$ cat src/sv/jfc_pkg.sv
// jfc_pkg: shared types, widths and codes for the jpeg frame capture framer
// used by jfc_front, jfc_queue, jfc_back and jpeg_frame_capture_framer
// no dependencies
package jfc_pkg;

   // field widths
   localparam int OP_W     = 2;
   localparam int DATA_W   = 8;
   localparam int ADDR_W   = 18;
   localparam int LEN_W    = 18;
   localparam int COUNT_W  = 24;
   localparam int STATUS_W = 3;

   // stream widths, packed to whole bytes
   localparam int REQ_TDATA_W = 16;
   localparam int RSP_TDATA_W = 80;

   // parameter defaults
   localparam int NUM_SLOTS_DEF   = 2;
   localparam int FRAME_BYTES_DEF = 131072;
   localparam int QUEUE_DEPTH_DEF = 2;

   // register reset value
   localparam logic [LEN_W-1:0] FRAME_LIMIT_RESET = 18'd131072;

   // jpeg marker bytes
   localparam logic [DATA_W-1:0] MARKER_PREFIX = 8'hFF;
   localparam logic [DATA_W-1:0] MARKER_SOI    = 8'hD8;
   localparam logic [DATA_W-1:0] MARKER_EOI    = 8'hD9;

   localparam logic [COUNT_W-1:0] COUNT_MAX = '1;

   // input op codes
   typedef enum logic [OP_W-1:0] {
      OP_DATA      = 2'd0,
      OP_FRAME_END = 2'd1,
      OP_RELEASE   = 2'd2
   } jfc_op_type;

   // frame status codes; the front marks a good frame as queued and the
   // back turns it into dropped when the ring is full
   typedef enum logic [STATUS_W-1:0] {
      STATUS_QUEUED    = 3'd0,
      STATUS_DROPPED   = 3'd1,
      STATUS_BAD_START = 3'd2,
      STATUS_NO_END    = 3'd3,
      STATUS_OVERFLOW  = 3'd4,
      STATUS_ARMED     = 3'd5
   } jfc_status_type;

   // classified item passed from front to back
   typedef struct packed {
      logic [OP_W-1:0]    op;
      logic               write_enable;
      logic [ADDR_W-1:0]  offset;
      logic [DATA_W-1:0]  write_data;
      logic               frame_done;
      jfc_status_type     frame_status;
      logic [COUNT_W-1:0] frame_length;
   } jfc_entry_type;

   // result beat, last field in the lowest bits
   typedef struct packed {
      logic [4:0]         pad;
      logic [LEN_W-1:0]   ready_length;
      logic               ready_slot;
      logic               frame_ready;
      logic [COUNT_W-1:0] frame_length;
      logic [STATUS_W-1:0] frame_status;
      logic               frame_done;
      logic [DATA_W-1:0]  write_data;
      logic [ADDR_W-1:0]  write_address;
      logic               write_enable;
   } jfc_rsp_type;

endpackage

$ cat src/sv/jpeg_frame_capture_framer.sv
// jpeg_frame_capture_framer: top level of the jpeg frame capture framer
// depends on jfc_pkg, jfc_front, jfc_queue and jfc_back
//
// Usage:
//   req channel: one beat per camera byte (op data), frame end (vsync) or
//     release of the oldest queued frame. rsp channel: exactly one result
//     beat per request beat, in order, carrying the frame memory write
//     (enable, address, data), the frame-end verdict and the ring state.
//   csr port: csr_write_enable with csr_write_data sets the frame limit;
//     write it only while no request is in flight.
//   Path: a request beat passes a queue entry, then the result register,
//     before its result beat is presented on rsp. Throughput: one beat
//     per cycle while rsp is not stalled, set by the front's capture
//     update and the back's ring update.
//   Stall: the result register holds while rsp_tready is low; the queue
//     between front and back absorbs up to QUEUE_DEPTH beats before
//     req_tready drops. Nothing is lost or repeated.
//   Reset (synchronous): capture is disarmed until the first frame end,
//     the ring is empty, the queue is empty and the limit returns to 131072.
module jpeg_frame_capture_framer #(
   parameter int NUM_SLOTS   = jfc_pkg::NUM_SLOTS_DEF,
   parameter int FRAME_BYTES = jfc_pkg::FRAME_BYTES_DEF,
   parameter int QUEUE_DEPTH = jfc_pkg::QUEUE_DEPTH_DEF
) (
   input  logic                               clock,
   input  logic                               reset,
   // request stream
   input  logic                               req_tvalid,
   output logic                               req_tready,
   // [1:0] op, [9:2] data, [15:10] zero
   input  logic [jfc_pkg::REQ_TDATA_W-1:0]    req_tdata,
   // result stream
   output logic                               rsp_tvalid,
   input  logic                               rsp_tready,
   // [0] write_enable, [18:1] write_address, [26:19] write_data,
   // [27] frame_done, [30:28] frame_status, [54:31] frame_length,
   // [55] frame_ready, [56] ready_slot, [74:57] ready_length, [79:75] zero
   output logic [jfc_pkg::RSP_TDATA_W-1:0]    rsp_tdata,
   // frame limit register
   input  logic                               csr_write_enable,
   input  logic [jfc_pkg::LEN_W-1:0]          csr_write_data
);
   import jfc_pkg::*;

   logic          accept;
   logic          queue_full;
   logic          queue_not_empty;
   logic          queue_pop;
   jfc_entry_type front_entry;
   jfc_entry_type back_entry;

   assign req_tready = !queue_full;
   assign accept     = req_tvalid && !queue_full;

   // classify beats and track capture state
   jfc_front #(
      .FRAME_BYTES (FRAME_BYTES)
   ) u_front (
      .clock            (clock),
      .reset            (reset),
      .csr_write_enable (csr_write_enable),
      .csr_write_data   (csr_write_data),
      .accept           (accept),
      .op               (req_tdata[OP_W-1:0]),
      .data             (req_tdata[OP_W+DATA_W-1:OP_W]),
      .entry            (front_entry)
   );

   // decouple front and back
   jfc_queue #(
      .DEPTH (QUEUE_DEPTH)
   ) u_queue (
      .clock     (clock),
      .reset     (reset),
      .push      (accept),
      .push_data (front_entry),
      .pop       (queue_pop),
      .full      (queue_full),
      .not_empty (queue_not_empty),
      .pop_data  (back_entry)
   );

   // ring handling and result register
   jfc_back #(
      .NUM_SLOTS   (NUM_SLOTS),
      .FRAME_BYTES (FRAME_BYTES)
   ) u_back (
      .clock       (clock),
      .reset       (reset),
      .entry_valid (queue_not_empty),
      .entry       (back_entry),
      .pop         (queue_pop),
      .rsp_tvalid  (rsp_tvalid),
      .rsp_tready  (rsp_tready),
      .rsp_tdata   (rsp_tdata)
   );

endmodule

$ cat src/sv/jfc_front.sv
// jfc_front: capture state, byte classification and frame-end checks
// depends on jfc_pkg; feeds jfc_queue with one jfc_entry_type per beat
module jfc_front #(
   parameter int FRAME_BYTES = jfc_pkg::FRAME_BYTES_DEF
) (
   input  logic                         clock,
   input  logic                         reset,
   input  logic                         csr_write_enable,
   input  logic [jfc_pkg::LEN_W-1:0]    csr_write_data,
   input  logic                         accept,
   input  logic [jfc_pkg::OP_W-1:0]     op,
   input  logic [jfc_pkg::DATA_W-1:0]   data,
   output jfc_pkg::jfc_entry_type       entry
);
   import jfc_pkg::*;

   localparam logic [COUNT_W-1:0] FRAME_BYTES_W = COUNT_W'(FRAME_BYTES);

   logic [LEN_W-1:0]     limit_ff;
   logic                 running_ff,  running_in;
   logic [COUNT_W-1:0]   count_ff,    count_in;
   logic [DATA_W-1:0]    first_ff,    first_in;
   logic [DATA_W-1:0]    second_ff,   second_in;
   logic                 prev_ff_ff,  prev_ff_in;
   logic [LEN_W-1:0]     marker_ff,   marker_in;
   logic [COUNT_W-1:0]   lim;
   logic                 in_range;

   // effective limit never exceeds the slot size
   assign lim = (COUNT_W'(limit_ff) < FRAME_BYTES_W) ? COUNT_W'(limit_ff) : FRAME_BYTES_W;
   assign in_range = (count_ff < lim);

   // next capture state and classified entry
   always_comb begin
      running_in = running_ff;
      count_in   = count_ff;
      first_in   = first_ff;
      second_in  = second_ff;
      prev_ff_in = prev_ff_ff;
      marker_in  = marker_ff;

      entry              = '0;
      entry.op           = op;
      entry.frame_status = STATUS_QUEUED;

      case (op)
         OP_DATA: begin
            if (running_ff) begin
               if (count_ff == '0) begin
                  first_in = data;
               end else if (count_ff == COUNT_W'(1)) begin
                  second_in = data;
               end
               if (in_range) begin
                  entry.write_enable = 1'b1;
                  entry.offset       = count_ff[ADDR_W-1:0];
                  entry.write_data   = data;
                  if (prev_ff_ff && data == MARKER_EOI && count_ff != '0) begin
                     marker_in = count_ff[LEN_W-1:0] + 1'b1;
                  end
               end
               prev_ff_in = (data == MARKER_PREFIX);
               if (count_ff != COUNT_MAX) begin
                  count_in = count_ff + 1'b1;
               end
            end
         end
         OP_FRAME_END: begin
            entry.frame_done = 1'b1;
            if (!running_ff) begin
               running_in         = 1'b1;
               entry.frame_status = STATUS_ARMED;
            end else if (count_ff > lim) begin
               entry.frame_status = STATUS_OVERFLOW;
               entry.frame_length = count_ff;
            end else if (count_ff < COUNT_W'(2) || first_ff != MARKER_PREFIX ||
                         second_ff != MARKER_SOI) begin
               entry.frame_status = STATUS_BAD_START;
               entry.frame_length = count_ff;
            end else if (marker_ff == '0) begin
               entry.frame_status = STATUS_NO_END;
               entry.frame_length = count_ff;
            end else begin
               entry.frame_status = STATUS_QUEUED;
               entry.frame_length = COUNT_W'(marker_ff);
            end
            // start a fresh frame
            count_in   = '0;
            first_in   = '0;
            second_in  = '0;
            prev_ff_in = 1'b0;
            marker_in  = '0;
         end
         default: begin
         end
      endcase
   end

   // frame limit register; the user must write it only while idle, the block does not enforce this
   always_ff @(posedge clock) begin
      if (reset) begin
         limit_ff <= FRAME_LIMIT_RESET;
      end else if (csr_write_enable) begin
         limit_ff <= csr_write_data;
      end
   end

   // capture state
   always_ff @(posedge clock) begin
      if (reset) begin
         running_ff <= 1'b0;
         count_ff   <= '0;
         first_ff   <= '0;
         second_ff  <= '0;
         prev_ff_ff <= 1'b0;
         marker_ff  <= '0;
      end else if (accept) begin
         running_ff <= running_in;
         count_ff   <= count_in;
         first_ff   <= first_in;
         second_ff  <= second_in;
         prev_ff_ff <= prev_ff_in;
         marker_ff  <= marker_in;
      end
   end

endmodule

$ cat src/sv/jfc_queue.sv
// jfc_queue: short register fifo of classified entries between front and back
// depends on jfc_pkg for jfc_entry_type
module jfc_queue #(
   parameter int DEPTH = jfc_pkg::QUEUE_DEPTH_DEF
) (
   input  logic                   clock,
   input  logic                   reset,
   input  logic                   push,
   input  jfc_pkg::jfc_entry_type push_data,
   input  logic                   pop,
   output logic                   full,
   output logic                   not_empty,
   output jfc_pkg::jfc_entry_type pop_data
);
   import jfc_pkg::*;

   localparam int PTR_W = (DEPTH > 1) ? $clog2(DEPTH) : 1;
   localparam int CNT_W = $clog2(DEPTH + 1);
   localparam logic [PTR_W-1:0] PTR_LAST = PTR_W'(DEPTH - 1);

   jfc_entry_type        store_ff [DEPTH];
   logic [PTR_W-1:0]     wr_ptr_ff, wr_ptr_in;
   logic [PTR_W-1:0]     rd_ptr_ff, rd_ptr_in;
   logic [CNT_W-1:0]     count_ff,  count_in;

   assign full      = (count_ff == CNT_W'(DEPTH));
   assign not_empty = (count_ff != '0);
   assign pop_data  = store_ff[rd_ptr_ff];

   // pointer and fill count update
   always_comb begin
      wr_ptr_in = wr_ptr_ff;
      rd_ptr_in = rd_ptr_ff;
      count_in  = count_ff;
      if (push) begin
         wr_ptr_in = (wr_ptr_ff == PTR_LAST) ? '0 : wr_ptr_ff + 1'b1;
      end
      if (pop) begin
         rd_ptr_in = (rd_ptr_ff == PTR_LAST) ? '0 : rd_ptr_ff + 1'b1;
      end
      if (push && !pop) begin
         count_in = count_ff + 1'b1;
      end else if (pop && !push) begin
         count_in = count_ff - 1'b1;
      end
   end

   always_ff @(posedge clock) begin
      if (reset) begin
         wr_ptr_ff <= '0;
         rd_ptr_ff <= '0;
         count_ff  <= '0;
      end else begin
         wr_ptr_ff <= wr_ptr_in;
         rd_ptr_ff <= rd_ptr_in;
         count_ff  <= count_in;
      end
   end

   // entry storage
   always_ff @(posedge clock) begin
      if (push) begin
         store_ff[wr_ptr_ff] <= push_data;
      end
   end

endmodule

$ cat src/sv/jfc_back.sv
// jfc_back: slot ring, write address forming and the registered result beat
// depends on jfc_pkg; takes entries from jfc_queue
module jfc_back #(
   parameter int NUM_SLOTS   = jfc_pkg::NUM_SLOTS_DEF,
   parameter int FRAME_BYTES = jfc_pkg::FRAME_BYTES_DEF
) (
   input  logic                               clock,
   input  logic                               reset,
   input  logic                               entry_valid,
   input  jfc_pkg::jfc_entry_type             entry,
   output logic                               pop,
   output logic                               rsp_tvalid,
   input  logic                               rsp_tready,
   output logic [jfc_pkg::RSP_TDATA_W-1:0]    rsp_tdata
);
   import jfc_pkg::*;

   localparam int SLOT_W = $clog2(NUM_SLOTS);
   localparam logic [SLOT_W-1:0] SLOT_LAST = SLOT_W'(NUM_SLOTS - 1);
   // slot base advance, kept modulo the address width
   localparam logic [ADDR_W-1:0] SLOT_STRIDE = ADDR_W'(FRAME_BYTES % (2 ** ADDR_W));

   logic [SLOT_W-1:0]  write_index_ff, write_index_in;
   logic [SLOT_W-1:0]  read_index_ff,  read_index_in;
   logic [ADDR_W-1:0]  base_ff,        base_in;
   logic [LEN_W-1:0]   slot_length_ff [NUM_SLOTS];
   logic               rsp_valid_ff;
   jfc_rsp_type        rsp_ff,         rsp_in;
   logic [SLOT_W-1:0]  write_next;
   logic [SLOT_W-1:0]  read_next;
   logic               store;
   logic               ready;
   logic [LEN_W-1:0]   head_length;

   assign pop        = entry_valid && (!rsp_valid_ff || rsp_tready);
   assign rsp_tvalid = rsp_valid_ff;
   assign rsp_tdata  = rsp_ff;

   assign write_next = (write_index_ff == SLOT_LAST) ? '0 : write_index_ff + 1'b1;
   assign read_next  = (read_index_ff == SLOT_LAST) ? '0 : read_index_ff + 1'b1;

   // ring update for the entry at the head of the queue
   always_comb begin
      write_index_in = write_index_ff;
      read_index_in  = read_index_ff;
      base_in        = base_ff;
      store          = 1'b0;

      rsp_in               = '0;
      rsp_in.write_enable  = entry.write_enable;
      rsp_in.write_address = entry.write_enable ? base_ff + entry.offset : '0;
      rsp_in.write_data    = entry.write_data;
      rsp_in.frame_done    = entry.frame_done;
      rsp_in.frame_status  = entry.frame_status;
      rsp_in.frame_length  = entry.frame_length;

      case (entry.op)
         OP_FRAME_END: begin
            if (entry.frame_status == STATUS_QUEUED) begin
               if (write_next == read_index_ff) begin
                  rsp_in.frame_status = STATUS_DROPPED;
               end else begin
                  store          = 1'b1;
                  write_index_in = write_next;
                  base_in        = (write_next == '0) ? '0 : base_ff + SLOT_STRIDE;
               end
            end
         end
         OP_RELEASE: begin
            if (read_index_ff != write_index_ff) begin
               read_index_in = read_next;
            end
         end
         default: begin
         end
      endcase

      // ring view after this beat, with bypass of a slot written now
      ready = (read_index_in != write_index_in);
      if (store && write_index_ff == read_index_in) begin
         head_length = entry.frame_length[LEN_W-1:0];
      end else begin
         head_length = slot_length_ff[read_index_in];
      end
      rsp_in.frame_ready  = ready;
      rsp_in.ready_slot   = read_index_in[0];
      rsp_in.ready_length = ready ? head_length : '0;
   end

   // ring indexes and output valid
   always_ff @(posedge clock) begin
      if (reset) begin
         write_index_ff <= '0;
         read_index_ff  <= '0;
         base_ff        <= '0;
         rsp_valid_ff   <= 1'b0;
      end else begin
         if (pop) begin
            write_index_ff <= write_index_in;
            read_index_ff  <= read_index_in;
            base_ff        <= base_in;
         end
         if (pop) begin
            rsp_valid_ff <= 1'b1;
         end else if (rsp_tready) begin
            rsp_valid_ff <= 1'b0;
         end
      end
   end

   // slot lengths and result payload
   always_ff @(posedge clock) begin
      if (pop && store) begin
         slot_length_ff[write_index_ff] <= entry.frame_length[LEN_W-1:0];
      end
      if (pop) begin
         rsp_ff <= rsp_in;
      end
   end

endmodule

$ cat config.mk
export PLATFORM = sky130hd
export DESIGN_NAME = jpeg_frame_capture_framer
export DESIGN_NICKNAME = d
export VERILOG_FILES = /design/src/sv/jfc_pkg.sv /design/src/sv/jpeg_frame_capture_framer.sv /design/src/sv/jfc_front.sv /design/src/sv/jfc_queue.sv /design/src/sv/jfc_back.sv
export SDC_FILE = /design/constraint.sdc
export NUM_CORES = 1
export LEC_CHECK = 0
export BUFFER_PORTS_ARGS = -buffer_cell sky130_fd_sc_hd__buf_4
export CAP_MARGIN = 20
export CORE_UTILIZATION = 51
export DETAILED_ROUTE_END_ITERATION = 8
export GPL_TIMING_DRIVEN = 0
export PLACE_DENSITY = 0.67
export SYNTH_ARGS = -nofsm -noshare
export SYNTH_HDL_FRONTEND = slang
export SYNTH_SLANG_ARGS = --single-unit
$ cat constraint.sdc
create_clock -name clock -period 4.7 [get_ports clock]
set_input_delay 0.235 -clock clock [delete_from_list [all_inputs] [get_ports clock]]
set_output_delay 0.235 -clock clock [all_outputs]
set_load 0.05 [all_outputs]
# Yosys cells after proc, flatten, opt, wreduce, memory -nomap -nowiden
# Memories as Yosys holds them, arrays and structs flattened. A register that Yosys moved wholly into a read port is not among the register bits.
# Cells that the tools add are included.
# totals
regBits	160
ram_bits	150
input_bits	39
output_inout_bits	82
word_cells	142
n_memories	2
# classes
addsub	10
n_lt_le_gt_ge	4
n_eq_ne	20
n_mux	52
bitwise_logic	1
reduce_logical	31
# mem_list
name	depth	word_bits	rd	rd_ports_with_merged_regs	wr	line_no	rtl
u_queue.store_ff	2	57	1	1	1	jfc_queue.sv:21	jfc_entry_type store_ff [DEPTH];
u_back.slot_length_ff	2	18	1	1	1	jfc_back.sv:26	logic [LEN_W-1:0] slot_length_ff [NUM_SLOTS];
# ops
op	count
$mux W27	4
$mux W18	5
$mux W24	3
$mux W26	2
$pmux W24 S2	1
$mux W8	5
$pmux W18 S2	1
$pmux W8 S2	2
$mux W28	1
$add A24 B1 Y24 const B	1
$eq A24 B1 Y1 const B	1
$gt A24 B24 Y1	1
$logic_not A24 Y1	1
$lt A24 B2 Y1 const B	1
$lt A24 B24 Y1	1
$ne A24 B24 Y1 const B	1
$reduce_bool A24 Y1	1
$mux W1	21
$add A18 B1 Y18 const B	1
$add A18 B18 Y18	1
$add A18 B18 Y18 const B	1
$logic_not A18 Y1	1
$lt A18 B18 Y1 const B	1
$eq A8 B8 Y1 const B	2
24 further kinds	58

# Depth between registers and ports, before layout
# Gate-level depths: netlist (run 1).
# depth
ltp_word	9
mapped_depth	12
ltp_nobuf	9

# By module
# Synthesis (run 1) repeated with hierarchy kept, for this count alone.
# hier_totals
hier_cells	1148
hier_area_um2	14042.2
# modules_own_cells
module	n_inst	cells_per_inst	area_per_inst_um2	seq_area_each_um2
jfc_front	1	624	4966.0	1561.5
jfc_back	1	323	4739.5	3413.3
jfc_queue	1	199	4326.6	3523.4
jpeg_frame_capture_framer	1	2	10.0	0.0

# Worst setup path before layout (run 1)
# Ideal clock, no wire load.
# synth_timing
path_kind	register to register
start	reg u_queue.count_ff[0]
end	mem u_queue.store_ff[0][0] in the netlist's numbering, enable pin
setup_ns	0.472
t_arrival_ns	3.529
required_ns	4.228
path_slack_ns	0.699
path_stages_with_launch	4
n_path_buf	0
period_less_slack_ns	4.001
cell_sequence	dfxtp_1 > nand2b_1 > nand2_1 > nor2_1
# synth_between
elab_chain_len	5
# synth_lines
item	line_no	rtl
from (decl)	jfc_queue.sv:24	logic [CNT_W-1:0] count_ff, count_in;
from (signal assigned)	jfc_queue.sv:56	count_ff <= count_in;
$eq A2 B2 Y1	jfc_queue.sv:26	assign full = (count_ff == CNT_W'(DEPTH));
$logic_not A1 Y1	n/a	
via req_tready	jpeg_frame_capture_framer.sv:29	output logic req_tready,
$logic_and A1 B1 Y1	jpeg_frame_capture_framer.sv:53	assign accept = req_tvalid && !queue_full;
$mux W1	jfc_queue.sv:62	if (push) begin
$mux W1 (implied by the code)	jfc_queue.sv:63	store_ff[wr_ptr_ff] <= push_data;
to (decl)	jfc_queue.sv:21	
# The timed path passes the listed nets, and every way through them passes these cells.

==> metrics.log, run 1 <==
INFO  metric syn_area = about 0.013 mm2
INFO  metric final.period_utilization = between 70% and 80%
INFO  metric cpMostUsedCell = sky130_fd_sc_hd__clkbuf_1
INFO  metric critical_path.max_stage_delay = about 0.51 ns
INFO  metric final-setup-viol-count = 0
INFO  metric startpoint_types = flip-flop
INFO  metric synth.ff_latch_count = between 300 and 400
INFO  metric yosys.area.top_type = sky130_fd_sc_hd__edfxtp_1
INFO  metric layout-drive-gt1-share = slightly below 20%
INFO  metric grt_max_degree = between 60 and 70
INFO  metric worst_max_slew_pin_slew = between 1 and 1.5 ns
INFO  metric vias_in_the_first_global_route = approximately 8300
INFO  metric ys_dominant_reg_cell = sky130_fd_sc_hd__edfxtp_1
INFO  metric cts.repair_timing.setup_buffer_count = 0
INFO  metric clock_insertion_delay_worst_skew = roughly 0.50 ns
INFO  metric number_of_antenna_violating_nets_in_the_routed_design = 0
INFO  metric design.portCount = around 120
INFO  metric ir_worst_vdd = approximately 0.00041 V
INFO  metric clock_tree.buffer_depth = 3
INFO  metric drv.max_cap_violation_count = 0
INFO  metric worstPathRequired = about 5 ns
INFO  metric cts.clk_slew.worst_paths = approximately 0.050 ns
INFO  metric postSynthCellCount = 1061
INFO  metric timing.critical_path.fanout_max = 10
INFO  metric cp_slowest_cell = sky130_fd_sc_hd__nor3_2
INFO  metric h-tree-depth = 2
INFO  metric max-slew-margin-rel = between 20 and 30%
INFO  metric drt-wirelength-per-cell = roughly 18 um
INFO  metric remaining_drc_errors = 0
INFO  metric period_minus_slack = 3.41 ns
INFO  metric finalClockSkew = 0.0160 ns
INFO  metric postRouteWirelength = 28.9 mm
INFO  metric critPathArrivalTime = 3.76 ns
INFO  metric core_area = 0.0255 mm2
INFO  metric drt-pass1-iter-count = 5
INFO  metric yosysSeqAreaShare = around 64%
INFO  metric die_w = 164 um
INFO  metric synth_largest_type_area_fraction = between 50% and 60%
INFO  metric start_util = 52.5%
INFO  metric run_status = finished, final reports clean
INFO  metric numCtsBuffers = 34
INFO  metric antenna_found_initial = 2
INFO  metric gpl_wtd_cong = slightly below 0.9
INFO  metric leading_post_synthesis_cells_by_cell_area = sky130_fd_sc_hd__edfxtp_1 51%, sky130_fd_sc_hd__dfxtp_1 13%, sky130_fd_sc_hd__mux2i_1 7.5%
INFO  metric num-nets-final = 1298
INFO  metric area.growth.synth_to_final = 19.6%
INFO  metric die_y = roughly 160 um
INFO  metric clock_sinks = roughly 310
INFO  metric tritoncts = done
INFO  metric path_class = flip-flop to flip-flop
INFO  metric worst_reg2reg_setup_slack = ~1.3 ns
INFO  metric row_count = 58
INFO  metric leakagePower = just over 6 nW
INFO  metric grt_setup_unrepaired = false
INFO  metric synth.yosys.warnings = 0
INFO  metric cts_root_buf = sky130_fd_sc_hd__clkbuf_16
INFO  metric cp-end-kind = flip-flop
INFO  metric fin_hold_ws = 0.0613 ns
INFO  metric fin_max_slew_vios = 0
INFO  metric synth_enable_flop_cells = about 230
INFO  metric buffer_ports.inserted = 108
INFO  metric dp_hpwl = between 20 and 25 mm
INFO  metric power-per-cell-area = between 500 and 600 mW/mm2
INFO  metric drt_iter0_drc = around 650
INFO  metric globalRouteOverflowTotal = 0
INFO  metric route.vias.total = 8721
INFO  metric critical_path.cell_chain = clkinv_1 -> clkbuf_1 -> nand2_1 -> ha_1 -> and3_1 -> a221oi_1 -> o22ai_1 -> or2_1 -> nor3_2 -> clkbuf_1 -> and2_1
INFO  metric setup_tns = 0 ns
INFO  metric worst_hold_path_type = input pin to flip-flop
INFO  metric grt_pass1_wl = about 45 mm
INFO  metric synthesis.area_per_instance = 12.6 um2
INFO  metric design.die.area = roughly 0.027 mm2
INFO  metric upper_clock_frequency_limit = slightly below 300 MHz
INFO  metric synth_cell_types = 63
INFO  metric global_route_usage_over_all_layers = a little over a fifth
INFO  metric post_drt_via_cell_ratio = between 5 and 6
INFO  metric final-hold-violation-count = 0
INFO  metric async_flop_share = 0%
## synth_stat cells (9+ instances only)
master and instances:
sky130_fd_sc_hd__and3_1 13, sky130_fd_sc_hd__xor2_1 16, sky130_fd_sc_hd__xnor2_1 16, sky130_fd_sc_hd__nor2_1 102
sky130_fd_sc_hd__clkbuf_1 24, sky130_fd_sc_hd__a211oi_1 20, sky130_fd_sc_hd__nor4_1 16, sky130_fd_sc_hd__nand2_1 115
sky130_fd_sc_hd__nand4_1 14, sky130_fd_sc_hd__o21ai_0 15, sky130_fd_sc_hd__buf_2 15, sky130_fd_sc_hd__a21oi_1 31
sky130_fd_sc_hd__nor3_1 9, sky130_fd_sc_hd__and2_1 35, sky130_fd_sc_hd__inv_1 14, sky130_fd_sc_hd__ha_1 23
sky130_fd_sc_hd__buf_1 9, sky130_fd_sc_hd__mux2i_1 100, sky130_fd_sc_hd__dfxtp_1 87, sky130_fd_sc_hd__nand3_1 34
sky130_fd_sc_hd__mux2_2 36, sky130_fd_sc_hd__edfxtp_1 225
## stage by stage
step,instances,setup slack [ns],cell area [um2],util [%],total power [mW]
detailed placement,1510,1.22,14700,57.8,6.64
CTS,1590,1.21,16000,62.8,9.17
global route,1590,0.891,16000,62.8,9.45
floorplan,1066,0.699,13400,-,5.79
global placement,1504,-0.520,14600,57.4,6.57
finish,1592,1.29,16000,62.8,9.08
## critical path: cells and delay by family, from the launching register on
kind / cells / cell delay, ns
and+or+nand+nor: 5 / 1.35
buffers and inverters: 3 / 0.86
AOI/OAI and AO/OA: 2 / 0.42
DFF: 1 / 0.31
adders and majority gates: 1 / 0.30
## routing by layer
metal | share of wire (%) | routed length [um] | GRT usage (%) | vias to the layer above
li1 | - | - | - | 4231
met1 | 45 | 13100 | 29.3 | 4219
met2 | 47 | 13700 | 36.1 | 231
met3 | 5.1 | 1490 | 3.89 | 40
met4 | 2.3 | 658 | 7.32 | 0
met5 | 0 | 0 | 0 | -
## final timing paths
kind                   startpoint                      end  cells after the start
min reg2reg  u_front.marker_ff[6]     u_front.marker_ff[6]                      2
max reg2reg  u_front.limit_ff[17]  u_queue.store_ff[1][41]                     11
min                  req_tdata[6]  u_queue.store_ff[1][32]                      2
max          u_front.limit_ff[17]  u_queue.store_ff[1][41]                     11
## sequential cells by signal, summed over array words and instances, names as in the netlist, 2 cells and up, named ones only
| name | flops |
|---|---|
| u_front.second_ff | 8 |
| u_queue.count_ff | 2 |
| u_front.limit_ff | 18 |
| u_back.slot_length_ff | 36 |
| u_front.marker_ff | 18 |
| u_front.count_ff | 24 |
| u_back.rsp_tdata | 75 |
| u_queue.store_ff | 114 |
| u_front.first_ff | 8 |
## where the power goes
part | internal [mW] | switching (mW)
registers | 3.65 | 0.145
clock network | 1.51 | 1.01
logic | 0.823 | 1.95
total | 5.98 | 3.10
## cells by family (layout without fill, tap and decap cells)
group | Yosys count | in the layout | share of synthesized area [%]
AND/OR/NAND/NOR | 382 | 382 | 13.8
buffers and inverters | 75 | 269 | 2.76
XOR/XNOR | 32 | 32 | 2.10
AO/OA/AOI/OAI | 100 | 100 | 5.08
adder cells (fa/ha/maj) | 23 | 23 | 2.15
multiplexers | 136 | 136 | 10.5
other | 1 | 8 | 0.0280
flip-flops | 312 | 312 | 63.5
## timing repair
| item | CTS | global route |
|---|---|---|
| endpoints found under the hold margin | 22 | 0 |
| hold buffers | 20 | 0 |
| resized for setup | 0 | 0 |
## cell type report
type / count / area (um2)
inverters: 15 / 58.8
flip-flops and latches: 312 / 8500
fillers: 2019 / 9470
well taps: 330 / 413
clock buffers: 50 / 986
repair buffers: 134 / 1110
plain buffers: 60 / 313
diodes: 2 / 5.00
clock inverters: 10 / 77.6
multi-input cells: 679 / 4540
## cell usage in the layout (no fill, tap or decap), types with 5 or more instances in the layout
cell and count:
sky130_fd_sc_hd__xnor2_1 16, sky130_fd_sc_hd__nor2_1 101, sky130_fd_sc_hd__buf_2 16, sky130_fd_sc_hd__ha_1 23
sky130_fd_sc_hd__mux2i_1 100, sky130_fd_sc_hd__inv_1 13, sky130_fd_sc_hd__buf_1 9, sky130_fd_sc_hd__a21o_1 5
sky130_fd_sc_hd__nor3_1 9, sky130_fd_sc_hd__mux2_2 36, sky130_fd_sc_hd__dfxtp_1 87, sky130_fd_sc_hd__conb_1 6
sky130_fd_sc_hd__buf_4 118, sky130_fd_sc_hd__and2_1 35, sky130_fd_sc_hd__a211oi_1 20, sky130_fd_sc_hd__xor2_1 16
sky130_fd_sc_hd__nand4_1 14, sky130_fd_sc_hd__clkbuf_8 5, sky130_fd_sc_hd__o21ai_0 15, sky130_fd_sc_hd__a21oi_1 31
sky130_fd_sc_hd__edfxtp_1 225, sky130_fd_sc_hd__nor4_1 15, sky130_fd_sc_hd__dlygate4sd3_1 20, sky130_fd_sc_hd__nor2b_1 7
sky130_fd_sc_hd__nand2_1 115, sky130_fd_sc_hd__clkbuf_1 33, sky130_fd_sc_hd__and3_1 12, sky130_fd_sc_hd__clkbuf_16 35
sky130_fd_sc_hd__nand3_1 34, sky130_fd_sc_hd__nand2b_1 5
Power figures use the tool's default switching activity.
==> inputs of run 2 (changes only) <==
--- a/config.mk
+++ b/config.mk
@@ -10,7 +10,7 @@
 export CORE_UTILIZATION = 51
 export DETAILED_ROUTE_END_ITERATION = 8
 export GPL_TIMING_DRIVEN = 0
-export PLACE_DENSITY = 0.67
+export PLACE_DENSITY = 0.7
 export SYNTH_ARGS = -nofsm -noshare
 export SYNTH_HDL_FRONTEND = slang
 export SYNTH_SLANG_ARGS = --single-unit
==> constraint.sdc (replaced) <==
create_clock -name clock -period 3.1 [get_ports clock]
set_input_delay 0.155 -clock clock [delete_from_list [all_inputs] [get_ports clock]]
set_output_delay 0.155 -clock clock [all_outputs]
set_load 0.05 [all_outputs]
==> run 2 against run 1 <==
  * Clock skew increased by 0.00089 ns
  * Register-to-register slack worse by 1.2 ns
  * Utilization up 0.78 points
  * Global-route usage about the same
  * Flip-flop and latch count stayed put
  * Final area is 1.2% higher
  * Largest cell class unchanged
  * Largest power group unchanged
==> metrics.log, run 2 (synthesis gave the netlist of run 1 again) <==
INFO  metric worst_hold_path_type = input pin to flip-flop (unchanged)
INFO  metric n_antenna_cell = 0 (was 2)
INFO  metric clock_sinks = 312 (unchanged)
INFO  metric startpoint_types = flip-flop (unchanged)
INFO  metric clock_tree.buffer_depth = 3 (unchanged)
INFO  metric final.period_utilization = 96.3% (was 72.6%)
INFO  metric drt-wirelength-per-cell = 18.1 um (was 18.2 um)
INFO  metric cp-end-kind = flip-flop (unchanged)
INFO  metric design_area = 0.0162 mm2 (was 0.0160 mm2)
INFO  metric worstHoldEndpoint = u_queue.wr_ptr_ff (was u_queue.store_ff[1][32])
INFO  metric placed_cells_incl_taps = 1509 (was 1510)
INFO  metric antenna_found_initial = 0 (was 2)
INFO  metric h-tree-depth = 1 (was 2)
INFO  metric leakagePower = 6.11 nW (was 6.04 nW)
INFO  metric path_class = flip-flop to flip-flop (unchanged)
INFO  metric cts_root_buf = sky130_fd_sc_hd__clkbuf_16 (unchanged)
INFO  metric fill_cells = 2002 (was 2019)
INFO  metric multi_input_comb_area = 0.00464 mm2 (was 0.00454 mm2)
INFO  metric placedInstanceArea = 0.0147 mm2 (about the same)
INFO  metric number_of_antenna_violating_nets_in_the_routed_design = 0 (unchanged)
INFO  metric grt_pass1_wl = 45.5 mm (was 44.7 mm)
INFO  metric design.portCount = 121 (unchanged)
INFO  metric largest-register = u_queue.store_ff (unchanged)
INFO  metric most_common_library_cell_in_the_layout_ignoring_fill_and_taps = sky130_fd_sc_hd__edfxtp_1 (unchanged)
INFO  metric row_count = 58 (unchanged)
INFO  metric largest_register_ff_count = 114 (unchanged)
INFO  metric ir_worst_vdd = 0.000657 V (was 0.000407 V)
INFO  metric max-slew-margin-rel = 33.9% (was 25.3%)
INFO  metric ff_latch_area = 0.00850 mm2 (unchanged)
INFO  metric core_area = 0.0255 mm2 (unchanged)
INFO  metric fin_max_slew_vios = 0 (unchanged)
INFO  metric vias_in_the_first_global_route = 8481 (was 8332)
INFO  metric global_route_usage_over_all_layers = 22.0% (was 21.9%)
INFO  metric worstPathRequired = 3.40 ns (was 5.04 ns)
INFO  metric drt-pass1-iter-count = 5 (unchanged)
INFO  metric final-hold-violation-count = 0 (unchanged)
INFO  metric dp_hpwl = 19.9 mm (was 20.3 mm)
INFO  metric grt_max_degree = 58 (was 64)
INFO  metric die_y = 164 um (unchanged)
INFO  metric final-setup-viol-count = 0 (unchanged)
INFO  metric hold_start = req_tvalid (was req_tdata[6])
INFO  metric hold-path-cell-count = 4 (was 2)
INFO  metric worst_r2r_path_depth = 12 (was 11)
INFO  metric num-nets-final = 1309 (was 1298)
INFO  metric timing.critical_path.fanout_max = 10 (unchanged)
INFO  metric critPathArrivalTime = 3.28 ns (was 3.76 ns)
INFO  metric die_w = 164 um (unchanged)
INFO  metric design.die.area = 0.0269 mm2 (unchanged)
INFO  metric timing.rr.end = u_queue.store_ff[0][9] (was u_queue.store_ff[1][41])
INFO  metric layout_common_cells = 225 x sky130_fd_sc_hd__edfxtp_1, 121 x sky130_fd_sc_hd__buf_4, 114 x sky130_fd_sc_hd__nand2_1 (was 225 x sky130_fd_sc_hd__edfxtp_1, 118 x sky130_fd_sc_hd__buf_4, 115 x sky130_fd_sc_hd__nand2_1)
INFO  metric tritoncts = done (unchanged)
INFO  metric numCtsBuffers = 31 (was 34)
INFO  metric fin_hold_ws = 0.109 ns (was 0.0613 ns)
INFO  metric postRouteWirelength = 29.0 mm (was 28.9 mm)
INFO  metric crit-reg2reg-launch = u_front.limit_ff[17] (unchanged)
INFO  metric upper_clock_frequency_limit = 335 MHz (was 293 MHz)
INFO  metric power-per-cell-area = 850 mW/mm2 (was 567 mW/mm2)
INFO  metric globalRouteOverflowTotal = 0 (unchanged)
INFO  metric gpl_wtd_cong = 0.890 (was 0.893)
INFO  metric cts.clk_slew.worst_paths = 0.06 ns (was 0.05 ns)
INFO  metric clock_insertion_delay_worst_skew = 0.56 ns (was 0.50 ns)
INFO  metric finalClockSkew = 0.0169 ns (was 0.0160 ns)
INFO  metric period_minus_slack = 2.98 ns (was 3.41 ns)
INFO  metric drv.max_cap_violation_count = 0 (unchanged)
INFO  metric area.growth.synth_to_final = 21.1% (was 19.6%)
INFO  metric start_util = 52.5% (unchanged)
INFO  metric worst_max_slew_pin_slew = 0.985 ns (was 1.11 ns)
INFO  metric final_cell_count_no_fill = 1601 (was 1592)
INFO  metric buffer_ports.inserted = 108 (unchanged)
INFO  metric remaining_drc_errors = 0 (unchanged)
INFO  metric route.vias.total = 8787 (was 8721)
INFO  metric run_status = finished, final reports clean (unchanged)
INFO  metric setup_tns = 0 ns (unchanged)
INFO  metric worst_reg2reg_setup_slack = 0.12 ns (was 1.29 ns)
INFO  metric drt_iter0_drc = 736 (was 645)
INFO  metric post_drt_via_cell_ratio = 5.49 (was 5.48)
INFO  metric layout-drive-gt1-share = 21.3% (was 19.2%)
## run 2: cell types whose count changed in the layout (fill, tap and decap cells not counted), sizes merged
| cell | change |
|---|---|
| clkinvlp | +5 |
| inv | -1 |
| clkinv | +2 |
| bufinv | +3 |
| clkbuf | -12 |
| buf | +4 |
| dlygate4sd3 | +10 |
| diode | -2 |
## run 2: per-stage QoR
step	utilization [%]	power, mW	worst slack [ns]
4_1_cts	63.2	13.9	0.0284
6_report	63.6	13.8	0.116
2_1_floorplan	-	8.78	0.0467
3_3_place_gp	57.4	9.96	-0.543
3_5_place_dp	57.8	10.0	-0.393
5_1_grt	63.6	14.3	-0.00203
## run 2: timing repair
action                                  in CTS  in global routing
gates resized for setup                     12                 20
setup buffers                                0                  5
hold endpoints to repair                    43                  0
hold buffers                                30                  0
gates cloned                                 0                  0
pin swaps                                    1                  3
endpoints found under the setup margin      85                114
## run 2: area by class of cell
class / count / share of cell area, %
Clock buffer: 38 / 5.14
Clock inverter: 19 / 1.27
Inverter: 15 / 0.386
Multi-Input combinational cell: 679 / 28.6
Sequential cell: 312 / 52.5
Buffer: 60 / 2.05
Tap cell: 330 / 2.55
Timing Repair Buffer: 148 / 7.52
## run 2: how the worst max path moves through the flow
stage / end / cells past startpoint / startpoint
3_5_place_dp: u_queue.store_ff[1][41] / 11 / u_front.limit_ff[17]
4_1_cts: u_queue.store_ff[1][41] / 11 / u_front.limit_ff[17]
3_3_place_gp: u_queue.store_ff[0][2] / 3 / u_queue.count_ff[0]
5_1_grt: u_queue.store_ff[1][12] / 10 / u_front.count_ff[0]
2_1_floorplan: u_queue.store_ff[0][0] / 3 / u_queue.count_ff[0]
6_report: u_queue.store_ff[0][9] / 12 / u_front.limit_ff[17]
## run 2: power by group
group	switching, mW	internal [mW]	leakage [nW]
combinational	2.96	1.25	2.75
sequential	0.229	5.53	2.86
clock	1.56	2.23	0.500
total	4.75	9.01	6.11
## run 2: worst max-delay path, cell delays in order, from the launching register on
cell and delay, ns:
sky130_fd_sc_hd__dfxtp_1 0.33, sky130_fd_sc_hd__clkinvlp_4 0.11, sky130_fd_sc_hd__buf_8 0.13, sky130_fd_sc_hd__nand2_1 0.05
sky130_fd_sc_hd__ha_1 0.29, sky130_fd_sc_hd__and3_4 0.19, sky130_fd_sc_hd__nand4_1 0.14, sky130_fd_sc_hd__or4_4 0.51
sky130_fd_sc_hd__a21o_1 0.21, sky130_fd_sc_hd__and3b_2 0.24, sky130_fd_sc_hd__buf_6 0.16, sky130_fd_sc_hd__buf_12 0.16
sky130_fd_sc_hd__mux2i_4 0.19
## run 2: per-layer routing
metal / vias to the layer above / part of all wire (%) / wire, um / global-route usage (%)
met1: 4182 / 44 / 12800 / 30.2
met4: 0 / 2.7 / 791 / 6.90
li1: 4241 / - / - / -
met3: 67 / 6.2 / 1800 / 3.28
met5: - / 0 / 0 / 0
met2: 297 / 47 / 13600 / 35.9
